$ cat src/sv/svx_pkg.sv
`timescale 1ns / 1ps
// Shared types and constants of the stack machine execute unit.
package svx_pkg;

  localparam int unsigned WORD_W = 32;
  localparam logic [WORD_W-1:0] CALL_STEP = 32'd4;

  typedef enum logic [5:0] {
    OP_NOP, OP_PUSH_ZERO, OP_PUSH_BASE, OP_PUSH_ACC, OP_DUP, OP_LOAD, OP_STORE,
    OP_FETCH, OP_POP_BASE, OP_POP_ACC, OP_CALL, OP_RET, OP_MOVE, OP_EXC,
    OP_ADD, OP_SUB, OP_MUL, OP_DIV, OP_MOD, OP_NOT, OP_AND, OP_OR,
    OP_JMP, OP_JZ, OP_JNZ, OP_JGT, OP_JGE, OP_JLT, OP_JLE,
    OP_PRINT_CHAR, OP_PRINT_INT, OP_READ_CHAR, OP_READ_INT
  } op_e;

  typedef enum logic [1:0] {
    REG_BASE, REG_SP, REG_PC, REG_ACC
  } reg_e;

  typedef enum logic [1:0] {
    ERR_NONE, ERR_DIV_ZERO, ERR_RANGE
  } err_e;

endpackage

$ cat src/sv/svx_div.sv
`timescale 1ns / 1ps
// Unsigned restoring divider, one quotient bit per cycle.
module svx_div import svx_pkg::*; (
  input  logic              clk_i,
  input  logic              rst_ni,
  input  logic              start_i,
  input  logic [WORD_W-1:0] dividend_i,
  input  logic [WORD_W-1:0] divisor_i,
  output logic [WORD_W-1:0] quotient_o,
  output logic [WORD_W-1:0] remainder_o,
  output logic              done_o
);
  localparam int unsigned CW = $clog2(WORD_W + 1);

  logic [WORD_W-1:0] rem_q, quo_q, dvs_q;
  logic [CW-1:0]     cnt_q;
  logic              busy_q, done_q;
  logic [WORD_W:0]   trial, diff;
  logic              ge;

  assign trial = {rem_q, quo_q[WORD_W-1]};
  assign ge    = trial >= {1'b0, dvs_q};
  assign diff  = trial - {1'b0, dvs_q};

  always_ff @(posedge clk_i or negedge rst_ni) begin
    if (!rst_ni) begin
      busy_q <= 1'b0;
      done_q <= 1'b0;
      cnt_q  <= '0;
    end else begin
      done_q <= busy_q && (cnt_q == CW'(1));
      if (start_i) begin
        busy_q <= 1'b1;
        cnt_q  <= CW'(WORD_W);
      end else if (busy_q) begin
        cnt_q <= cnt_q - CW'(1);
        if (cnt_q == CW'(1)) busy_q <= 1'b0;
      end
    end
  end

  always_ff @(posedge clk_i) begin
    if (start_i) begin
      rem_q <= '0;
      quo_q <= dividend_i;
      dvs_q <= divisor_i;
    end else if (busy_q) begin
      rem_q <= ge ? diff[WORD_W-1:0] : trial[WORD_W-1:0];
      quo_q <= {quo_q[WORD_W-2:0], ge};
    end
  end

  assign quotient_o  = quo_q;
  assign remainder_o = rem_q;
  assign done_o      = done_q;
endmodule

$ cat config.mk
export PLATFORM = sky130hd
export DESIGN_NAME = svx_div
export DESIGN_NICKNAME = d
export VERILOG_FILES = /design/src/sv/svx_pkg.sv /design/src/sv/svx_div.sv
export SDC_FILE = /design/constraint.sdc
export NUM_CORES = 1
export LEC_CHECK = 0
export BUFFER_PORTS_ARGS = -buffer_cell sky130_fd_sc_hd__buf_2
export CAP_MARGIN = 20
export CELL_PAD_IN_SITES_DETAIL_PLACEMENT = 1
export CELL_PAD_IN_SITES_GLOBAL_PLACEMENT = 1
export CORE_MARGIN = 3
export CORE_UTILIZATION = 45
export DETAILED_ROUTE_END_ITERATION = 10
export GPL_TIMING_DRIVEN = 0
export PLACE_DENSITY = 0.81
export SLEW_MARGIN = 20
export SYNTH_ARGS = -nofsm -noshare
export SYNTH_HDL_FRONTEND = slang
export SYNTH_SLANG_ARGS = --single-unit
$ cat constraint.sdc
create_clock -name clk_i -period 7.6 [get_ports clk_i]
set_clock_uncertainty 0.05 [all_clocks]
set_input_delay 0.76 -clock clk_i [delete_from_list [all_inputs] [get_ports clk_i]]
set_output_delay 0.76 -clock clk_i [all_outputs]
set_load 0.005 [all_outputs]
* Word level (Yosys, flattened, before mapping)
Cells that the tools add are included.
Storage, ports and cells: register bits after elaboration 104, bits of input ports 67, output and inout port bits 65
Operators by class: add/subtract/negate cells 2, $lt $le $gt $ge 1, equal/unequal tests 1, multiplexer cells 8, reduce and logical (&&, ||, !) cells 2
Operator list (number):
- $mux W32 | 3
- $ge A33 B32 Y1 | 1
- $sub A32 B32 Y32 | 1
- $mux W6 | 2
- $eq A6 B1 Y1 const B | 1
- $sub A6 B1 Y6 const B | 1
- $mux W1 | 3
- $reduce_bool A2 Y1 | 1
- $logic_and A1 B1 Y1 | 1

* Logic depth before layout (Yosys ltp)
Gate-level depths: netlist (run 1).
word-level depth 4, depth in mapped cells 13, depth with buffers taken out 11

* Worst setup path before layout (run 1)
OpenSTA, ideal clock, no wires.
path type register to register, start reg quo_q[31], in the netlist quotient_o[31], end reg rem_q[24], in the netlist remainder_o[24], setup time 0.088 ns, arrival time 2.719 ns, data required time 7.462 ns, slack 4.743 ns, stages on the path, launching flop included 12, buffers on the path 0, period minus slack after synthesis 2.857 ns, cell sequence edfxtp_1 > inv_1 > ha_1 > fa_1 > nor2b_4 > o31ai_2 > a31oi_1 > a221o_1 > a2111oi_4 > nor3_1 > or3b_1 > a311oi_2
On the way: longest elaborated chain between the ends 2, elaborated cells on any way between the ends 3, those cells by class add/sub: 1; order compare: 1; mux: 1
Ends and longest elaborated chain:
- start: declaration | line svx_div.sv:15 | logic [WORD_W-1:0] rem_q, quo_q, dvs_q;
- start signal: assignment | line svx_div.sv:45 | quo_q <= dividend_i;
- start signal: assignment | line svx_div.sv:49 | quo_q <= {quo_q[WORD_W-2:0], ge};
- $sub A32 B32 Y32 / $ge A33 B32 Y1 (equally long branches) | line svx_div.sv:23, svx_div.sv:22
- $mux W32 * | line svx_div.sv:48 | rem_q <= ge ? diff[WORD_W-1:0] : trial[WORD_W-1:0];
- end signal: assignment | line svx_div.sv:48
- end: declaration | line svx_div.sv:15
Every way passes the cells marked *; elsewhere a longest branch is shown, timed or not. A chain may end at the register's enable or synchronous reset.

* Worst setup path after layout (run 1)
start reg quo_q[31], in the netlist quotient_o[31], end reg rem_q[30], in the netlist remainder_o[30]
Same word-level chain as after synthesis.

==> results of run 1 <==
report_power, final:
| group | leakage (nW) | total, mW | switching (mW) | internal [mW] |
|---|---|---|---|---|
| sequential | 1.01 | 0.847 | 0.112 | 0.735 |
| clock | 0.158 | 0.522 | 0.229 | 0.293 |
| combinational | 2.10 | 1.27 | 0.760 | 0.506 |
flip-flops by register name, summed over array words and instances, names as in the netlist:
signal and cells:
cnt_q 6, quotient_o 32, done_o 1, dvs_q 32
busy_q 1, remainder_o 32
worst max-delay path, stage by stage (launching register included):
cell       delay (ns)
edfxtp_1         0.42
inv_1            0.06
ha_1             0.24
fa_1             0.45
nor2b_4          0.15
o31ai_2          0.09
a21oi_1          0.24
o21ai_0          0.24
a2111oi_0        0.95
o31a_1           0.23
nor4_1           0.05
o31a_1           0.30
metrics by stage:
| stage | setup slack, ns | std cells | total power, mW | hold slack (ns) |
|---|---|---|---|---|
| final | 4.02 | 951 | 2.64 | 0.177 |
| after global routing | 3.78 | 951 | 2.82 | 0.177 |
| after CTS | 4.07 | 951 | 2.64 | 0.170 |
| after detailed placement | 4.10 | 936 | 2.10 | 0.460 |
| after global placement | 4.01 | 936 | 2.05 | 0.449 |
| after floorplan | 4.74 | 629 | 1.68 | 0.414 |
kinds of logic after synthesis:
kind of cell | count (synthesis)
AOI/OAI and AO/OA | 158
xor gates and xnor gates | 25
adders and majority gates | 35
buffers and inverters | 76
DFF | 104
muxes | 35
and+or+nand+nor | 196
placed cells by master (no fill, tap or decap), types with 3 or more instances in the layout:
master	n
buf_6	3
mux2_2	32
o21ai_0	29
mux2i_1	3
o21ai_1	3
nand2b_1	5
nand2_1	76
o211ai_1	10
edfxtp_1	64
a21o_1	9
nand3_1	9
nor3_1	12
o21a_1	6
o21bai_1	4
ha_1	34
a211oi_1	5
buf_2	138
clkbuf_8	4
o31a_1	5
clkbuf_16	9
nor2b_1	7
a311oi_1	21
clkbuf_1	15
a21oi_1	40
dfxtp_1	32
xnor2_1	15
or3_1	3
inv_1	43
nand4_1	11
xor2_1	10
dfrtp_1	8
and3_1	4
nor2_1	52
nor4_1	5
final timing paths:
kind	start	to
setup / recovery	quotient_o[31]	remainder_o[30]
min in group clk_i	remainder_o[24]	remainder_o[25]
max in group asynchronous	rst_ni	cnt_q[1]
hold reg to reg	remainder_o[24]	remainder_o[25]
hold / removal	rst_ni	cnt_q[5]
setup reg to reg	quotient_o[31]	remainder_o[30]
area by class of cell:
class	count	area share, %
Inverter	45	2.29
Multi-Input combinational cell	449	41.5
Clock inverter	6	1.32
Tap cell	176	2.98
Timing Repair Buffer	131	8.88
Clock buffer	9	3.05
Sequential cell	104	37.4
Buffer	31	2.54
metal layers:
layer  global-route usage, %  vias up  wire length, µm
li1                        -     2582                -
met1                    30.4     2678             7840
met2                    45.5      189             9480
met3                    8.14       29             1340
met4                    8.51        0              351
met5                       0        -                0
==> flow_metrics.py, run 1 <==
metrics = {
    "status": {
        "outcome": "completed",
    },
    "worst_hold_path": {
        "min_path_type": "in -> async",
    },
    "route": {
        "drt-total-wl_mm": 19.0,
        "routed_via_density": 5.76,
        "detail-route-antenna-nets": 0,
        "drt_iter0_markers": 313,
        "wl_per_cell_um": 20.0,
        "drcViolationCount": 0,
        "dr.pass1.iters": 4,
        "dr_total_vias": 5478,
    },
    "global_routing": {
        "grt_pass1_vias": 5892,
        "globalRouteOverflowTotal": 0,
        "grt_max_degree": 34,
        "antenna_found_initial": 0,
        "grt_pass1_wl_mm": 30.5,
        "track_usage_pct": 26.1,
    },
    "critical_path": {
        "cp_max_fo": 5,
        "r2r_cells": 11,
        "r2r_slack_ns": 4.02,
        "cp-end-kind": "register",
        "start_kind": "register",
        "critPathKind": "reg -> reg",
        "cp.required_ns": 7.80,
        "crit_arrival_ns": 3.77,
    },
    "sta": {
        "setup_viol_count_final": 0,
        "fin_crit_sh_pct": 47.0,
        "slew-limit-headroom_pct": 29.3,
        "drv_slew": 0,
        "rsz0062_at_grt": "false",
        "fmax_mhz": 280,
        "finalHoldViolCount": 0,
        "worst_pin_slew_ns": 1.03,
        "period_needed_ns": 3.58,
        "finalSetupTns_ns": 0,
    },
    "die": {
        "start_util_pct": 46.3,
        "core_region_area_um2": 13300,
        "die_w_um": 123,
        "dieHeight_um": 123,
        "io_pins": 132,
        "rows": 42,
        "die_area_um2": 15200,
    },
    "logic_synthesis": {
        "synth_common_cells": "77 x nand2_1, 64 x edfxtp_1, 52 x nor2_1, 43 x inv_1, 40 x a21oi_1",
        "ys_seq_elements": 104,
        "syn_area_um2": 6180,
        "synth_area_leaders": "edfxtp_1 31%, dfxtp_1 10%, ha_1 6.9%, mux2_2 5.8%, nand2_1 4.7%",
        "synthFlopType": "edfxtp_1",
        "synth_compound_area_share_pct": 17.8,
        "synth_edf_count": 64,
        "syn_avg_cell_area_um2": 9.83,
        "ys_types": 65,
        "yosysMostFrequentCell": "nand2_1",
        "synthAdderAreaFrac_pct": 7.20,
        "synth_mux_area_share_pct": 6.31,
        "synthXorXnorAreaFrac_pct": 3.54,
        "yosysTopAreaCellShare_pct": 31.1,
        "synth-simple-area-share_pct": 14.7,
        "netlist_instances": 629,
        "async_flop_share_pct": 7.69,
        "ys_seq_area_share_pct": 44.7,
        "synth_top_family_by_area": "compound AO/OA/AOI/OAI gates",
        "yosysWarningCount": 0,
        "yosysTopAreaCell": "edfxtp_1",
        "synthesis.nets": 731,
    },
    "clock_tree": {
        "post_cts_resized": 0,
        "cts_tree": "yes",
        "numClockSinks": 104,
        "htree_num_levels": 3,
        "cts_buffers": 9,
        "clockBufferDepth": 2,
        "clock_latency_ns": 0.36,
        "cts-root-buf": "clkbuf_16",
        "hold_buffers": 0,
        "clk_pin_slew_ns": 0.07,
        "postCtsSetupRepairBufs": 0,
    },
    "power": {
        "ir_worst_vdd_mv": 0.169,
        "p_leak_nw": 3.27,
        "powerDensity_nw_per_um2": 357,
    },
    "layout": {
        "seqCellArea_um2": 2760,
        "area_delta_synth_final_pct": 19.4,
        "fin_util_pct": 55.3,
        "fill_cells": 1591,
        "antenna_cells": 0,
        "final_net_count": 873,
        "drive_gt1_share_pct": 26.2,
        "multi_input_area_um2": 3070,
        "final_cell_area_um2": 7380,
    },
    "placement": {
        "dp_hpwl_mm": 14.4,
        "placement.io_buffers": 131,
        "place_congestion": 0.920,
        "place_area_um2": 7060,
    },
    "flow_run": {
        "cap_violations": 0,
    },
}
Note: power is estimated with default switching activity, not from simulation.
==> run 2, diff against run 1 <==
--- a/config.mk
+++ b/config.mk
@@ -10,10 +10,10 @@
 export CELL_PAD_IN_SITES_DETAIL_PLACEMENT = 1
 export CELL_PAD_IN_SITES_GLOBAL_PLACEMENT = 1
 export CORE_MARGIN = 3
-export CORE_UTILIZATION = 45
+export CORE_UTILIZATION = 38
 export DETAILED_ROUTE_END_ITERATION = 10
 export GPL_TIMING_DRIVEN = 0
-export PLACE_DENSITY = 0.81
+export PLACE_DENSITY = 0.73
 export SLEW_MARGIN = 20
 export SYNTH_ARGS = -nofsm -noshare
 export SYNTH_HDL_FRONTEND = slang
==> constraint.sdc (replaced) <==
create_clock -name clk_i -period 3.25 [get_ports clk_i]
set_clock_uncertainty 0.05 [all_clocks]
set_input_delay 0.325 -clock clk_i [delete_from_list [all_inputs] [get_ports clk_i]]
set_output_delay 0.325 -clock clk_i [all_outputs]
set_load 0.005 [all_outputs]
==> flow_metrics.py, run 2 (synthesized netlist as in run 1, its figures left out) <==
metrics = {
    "route": {
        "drt-total-wl_mm": 18.6,
        "drt_iter0_markers": 281,
        "dr.pass1.iters": 4,
        "wl_per_cell_um": 18.7,
        "detail-route-antenna-nets": 0,
        "drcViolationCount": 0,
        "routed_via_density": 5.40,
        "dr_total_vias": 5370,
    },
    "layout": {
        "final_cell_area_um2": 7540,
        "layout_common_cells": "135 x buf_2, 75 x nand2_1, 64 x edfxtp_1",
        "fill_cells": 1894,
        "seqCellArea_um2": 2760,
        "area_delta_synth_final_pct": 21.9,
        "drive_gt1_share_pct": 27.7,
        "antenna_cells": 0,
        "layout_commonest_cell": "buf_2",
        "multi_input_area_um2": 3140,
        "final_net_count": 876,
    },
    "sta": {
        "drv_slew": 0,
        "finalHoldViolCount": 0,
        "fin_crit_sh_pct": 96.0,
        "period_needed_ns": 3.12,
        "whs_ns": 0.0856,
        "slew-limit-headroom_pct": 43.8,
        "rsz0062_at_grt": "true",
        "worst_pin_slew_ns": 0.844,
        "setup_viol_count_final": 0,
        "fmax_mhz": 321,
    },
    "critical_path": {
        "critPathKind": "reg -> reg",
        "crit_family": "compound AO/OA/AOI/OAI gates",
        "crit_path_top_delay_cell": "edfxtp_1",
        "cp-end-kind": "register",
        "crit_arrival_ns": 3.35,
        "cp_max_fo": 3,
        "cp.required_ns": 3.48,
        "critPathMaxStageDelay_ns": 0.47,
        "path_buf_inv": 1,
        "worstPathCellList": "inv_1 > ha_1 > fa_2 > nor2b_4 > o31ai_4 > a31oi_4 > a221o_1 > a2111oi_4 > nor3_1 > or3b_1 > a311oi_2",
        "start_kind": "register",
        "r2r_slack_ns": 0.13,
    },
    "placement": {
        "place_congestion": 0.909,
        "placement.io_buffers": 131,
        "place_area_um2": 7110,
        "dp_hpwl_mm": 14.2,
    },
    "clock_tree": {
        "clk_pin_slew_ns": 0.08,
        "htree_num_levels": 3,
        "numClockSinks": 104,
        "cts_tree": "yes",
        "clock_latency_ns": 0.36,
        "cts_buffers": 9,
        "cts-root-buf": "clkbuf_16",
        "clockBufferDepth": 2,
    },
    "power": {
        "p_comb_share_pct": 49.3,
        "sw_frac_of_total_pct": 41.8,
        "p_leak_nw": 3.29,
        "ir_worst_vdd_mv": 0.337,
        "powerDensity_nw_per_um2": 814,
        "p_sw_mw": 2.56,
        "p_seq_share_pct": 32.3,
        "p_total_mw": 6.14,
        "p_int_mw": 3.58,
        "clkPwrFrac_pct": 18.4,
    },
    "status": {
        "outcome": "completed",
    },
    "die": {
        "io_pins": 132,
        "core_region_area_um2": 15900,
        "rows": 46,
        "die_w_um": 134,
        "start_util_pct": 38.9,
        "die_area_um2": 17800,
        "dieHeight_um": 134,
    },
    "global_routing": {
        "track_usage_pct": 21.3,
        "grt_pass1_wl_mm": 30.4,
        "antenna_found_initial": 0,
        "grt_pass1_vias": 5817,
        "globalRouteOverflowTotal": 0,
        "grt_max_degree": 34,
    },
    "flow_run": {
        "cap_violations": 0,
    },
    "worst_hold_path": {
        "min_path_type": "in -> reg",
    },
}
[run 2: cell count changes in the layout (fill, tap and decap cells not counted), moves of 2 or more]
cell,change
buf_4,+5
clkbuf_1,-4
clkbuf_4,+3
clkinvlp_4,+3
buf_2,-3
o21ai_0,-2
inv_6,-2
[run 2: what timing repair did]
action                                 4_1_cts  5_1_grt
hold buffers                                 1        0
endpoints found under the hold margin        8        0
gates resized for setup                      4       19
setup endpoints to repair                   29       31
pin swaps                                    2        1
setup buffers                                2        3
[run 2: power by group through the flow]
stage / registers (mW) / logic (mW) / clock network (mW)
CTS: 1.98 / 2.94 / 1.16
detailed placement: 2.01 / 2.91 / 0
finish: 1.98 / 3.03 / 1.13
floorplan: 1.96 / 1.97 / 0
global placement: 1.99 / 2.82 / 0
global route: 2.03 / 3.39 / 1.21
[run 2: area by class of cell]
class,instances,share of cell area (%)
Buffer,28,2.54
Tap cell,216,3.58
Multi-Input combinational cell,449,41.6
Timing Repair Buffer,137,9.33
Inverter,45,2.24
Clock buffer,9,2.99
Sequential cell,104,36.6
Clock inverter,7,1.08
[run 2: path summary, 6_finish.rpt]
kind / endpoint / startpoint / cells past startpoint
hold / removal: dvs_q[20] / divisor_i[20] / 1
setup reg to reg: remainder_o[24] / quotient_o[31] / 11
max in group asynchronous: cnt_q[1] / rst_ni / 2
setup / recovery: remainder_o[24] / quotient_o[31] / 11
hold reg to reg: remainder_o[12] / remainder_o[11] / 2
min in group asynchronous: busy_q / rst_ni / 2
[run 2: worst register-to-register path, stage by stage, from the launching register on]
cell and delay, ns:
edfxtp_1 0.47, inv_1 0.09, ha_1 0.19, fa_2 0.25, nor2b_4 0.06, o31ai_4 0.26, a31oi_4 0.15, a221o_1 0.41
a2111oi_4 0.41, nor3_1 0.10, or3b_1 0.37, a311oi_2 0.23
[run 2: metrics by stage]
step / TNS [ns] / instances / worst slack, ns / util [%]
global route: -0.0358 / 995 / -0.0204 / 47.5
global placement: -1.24 / 976 / -0.154 / 44.8
CTS: 0 / 995 / 0.00907 / 46.9
finish: 0 / 995 / 0.131 / 47.5
floorplan: 0 / 629 / 0.393 / -
detailed placement: -2.58 / 976 / -0.203 / 44.8
[run 2: routing by layer]
layer / vias to the layer above / wire, µm / GRT usage, %
met5: - / 0 / 0
met4: 0 / 379 / 6.51
met3: 28 / 1270 / 5.82
met2: 147 / 9000 / 36.2
met1: 2605 / 7950 / 26.5
li1: 2590 / - / -
==> run 3, diff against run 2 <==
--- a/config.mk
+++ b/config.mk
@@ -9,11 +9,12 @@
 export CAP_MARGIN = 20
 export CELL_PAD_IN_SITES_DETAIL_PLACEMENT = 1
 export CELL_PAD_IN_SITES_GLOBAL_PLACEMENT = 1
-export CORE_MARGIN = 3
-export CORE_UTILIZATION = 38
+export CORE_UTILIZATION = 39
+export CTS_BUF_LIST = sky130_fd_sc_hd__clkbuf_4 sky130_fd_sc_hd__clkbuf_8
+export CTS_CLUSTER_SIZE = 40
 export DETAILED_ROUTE_END_ITERATION = 10
 export GPL_TIMING_DRIVEN = 0
-export PLACE_DENSITY = 0.73
+export PLACE_DENSITY = 0.74
 export SLEW_MARGIN = 20
 export SYNTH_ARGS = -nofsm -noshare
 export SYNTH_HDL_FRONTEND = slang
==> flow_metrics.py, run 3 (synthesized netlist as in run 1, its figures left out) <==
metrics = {
    "sta": {
        "fmax_mhz": 324,
        "fin_crit_sh_pct": 94.9,
        "setup_ws_ns": 0.167,
        "period_needed_ns": 3.08,
        "drv_slew": 0,
        "slew-limit-headroom_pct": 44.1,
        "setup_viol_count_final": 0,
        "finalHoldViolCount": 0,
        "worst_pin_slew_ns": 0.839,
        "rsz0062_at_grt": "true",
    },
    "critical_path": {
        "cp_max_fo": 3,
        "r2r-start": "quotient_o[31]",
        "start_kind": "register",
        "crit_arrival_ns": 3.35,
        "cp.required_ns": 3.52,
        "cp-end-kind": "register",
        "startpoint": "quotient_o[31]",
        "critPathKind": "reg -> reg",
        "r2r_slack_ns": 0.17,
    },
    "clock_tree": {
        "clockBufferDepth": 2,
        "htree_num_levels": 3,
        "cts-root-buf": "clkbuf_8",
        "numClockSinks": 104,
        "cts_tree": "yes",
        "clk_pin_slew_ns": 0.11,
        "clock_latency_ns": 0.40,
        "cts_buffers": 9,
    },
    "global_routing": {
        "globalRouteOverflowTotal": 0,
        "antenna_found_initial": 0,
        "track_usage_pct": 23.6,
        "grt_max_degree": 34,
        "grt_pass1_wl_mm": 29.9,
        "grt_pass1_vias": 5823,
    },
    "power": {
        "p_leak_nw": 3.27,
        "ir_worst_vdd_mv": 0.449,
        "p_total_mw": 5.89,
        "powerDensity_nw_per_um2": 793,
    },
    "status": {
        "outcome": "completed",
    },
    "die": {
        "rows": 45,
        "core_region_area_um2": 15300,
        "die_w_um": 128,
        "dieHeight_um": 128,
        "io_pins": 132,
        "start_util_pct": 40.4,
        "die_area_um2": 16400,
    },
    "route": {
        "detail-route-antenna-nets": 0,
        "drt-total-wl_mm": 18.5,
        "dr.pass1.iters": 4,
        "wl_per_cell_um": 18.7,
        "routed_via_density": 5.47,
        "drcViolationCount": 0,
        "dr_total_vias": 5407,
        "drt_iter0_markers": 252,
    },
    "placement": {
        "placement.io_buffers": 131,
        "place_congestion": 0.861,
        "dp_slack_ns": -0.269,
        "dp_hpwl_mm": 13.9,
    },
    "layout": {
        "layout_common_cells": "136 x buf_2, 75 x nand2_1, 64 x edfxtp_1",
        "antenna_cells": 0,
        "area_delta_synth_final_pct": 20.0,
        "drive_gt1_share_pct": 27.6,
        "layout_commonest_cell": "buf_2",
        "final_net_count": 875,
    },
    "worst_hold_path": {
        "min_path_type": "in -> reg",
        "hold_start": "divisor_i[21]",
    },
    "flow_run": {
        "cap_violations": 0,
    },
}
==> run 3: changes by cell type in the layout (fill, tap and decap cells not counted), moves of 2 or more <==
cell        delta
clkbuf_8       +9
inv_6          +2
clkinvlp_4     -3
clkbuf_16      -9
==> run 3: path summary, 6_finish.rpt <==
| kind | endpoint | depth (start not counted) |
|---|---|---|
| worst max-delay path | remainder_o[24] | 11 |
| worst min-delay path | dvs_q[21] | 1 |
| worst max register to register | remainder_o[24] | 11 |
| worst min register to register | remainder_o[29] | 2 |
| max in group asynchronous | cnt_q[5] | 2 |
| min in group asynchronous | cnt_q[1] | 2 |
==> run 3: critical path, stage by stage, from the launching register on <==
cell       delay (ns)
edfxtp_1         0.47
inv_1            0.09
ha_1             0.19
fa_2             0.25
nor2b_4          0.06
o31ai_4          0.24
a31oi_2          0.18
a221o_1          0.43
a2111oi_4        0.35
nor3_1           0.10
or3b_1           0.37
a311oi_2         0.22
==> run 3: layer usage <==
metal / track usage, % / up-vias / wire length [µm]
li1: - / 2579 / -
met1: 28.8 / 2663 / 8050
met2: 41.6 / 147 / 9220
met3: 5.55 / 18 / 980
met4: 6.09 / 0 / 246
met5: 0 / - / 0
==> run 3: layout make-up <==
class | count | area, µm²
fillers | 1809 | 7900
clock inverters | 7 | 95.1
well taps | 211 | 264
inverters | 45 | 169
repair buffers | 137 | 703
flip-flops and latches | 104 | 2760
multi-input cells | 449 | 3120
plain buffers | 27 | 181
clock buffers | 9 | 124
==> run 3: power breakdown <==
part	internal [mW]	switching [mW]	total [mW]
clock network	0.381	0.523	0.904
registers	1.72	0.260	1.98
logic	1.23	1.78	3.01
total	3.32	2.56	5.89
==> run 3: what timing repair did <==
action                                  CTS  global route
hold buffers                              1             0
resized for setup                         5            13
setup buffers                             3             2
endpoints found under the hold margin     8             0
endpoints found under the setup margin   27            29
pin swaps                                 2             4
==> run 3: metrics by stage <==
stage | utilization, % | cell area (µm²) | setup TNS [ns] | std cells | hold WS [ns]
2_1_floorplan | - | 6180 | 0 | 629 | -0.0206
3_3_place_gp | 46.4 | 7100 | -0.721 | 971 | 0.123
3_5_place_dp | 46.4 | 7110 | -2.16 | 971 | 0.130
4_1_cts | 48.1 | 7370 | 0 | 991 | 0.0235
5_1_grt | 48.4 | 7420 | -0.0617 | 989 | 0.0232
6_report | 48.4 | 7420 | 0 | 989 | 0.0438
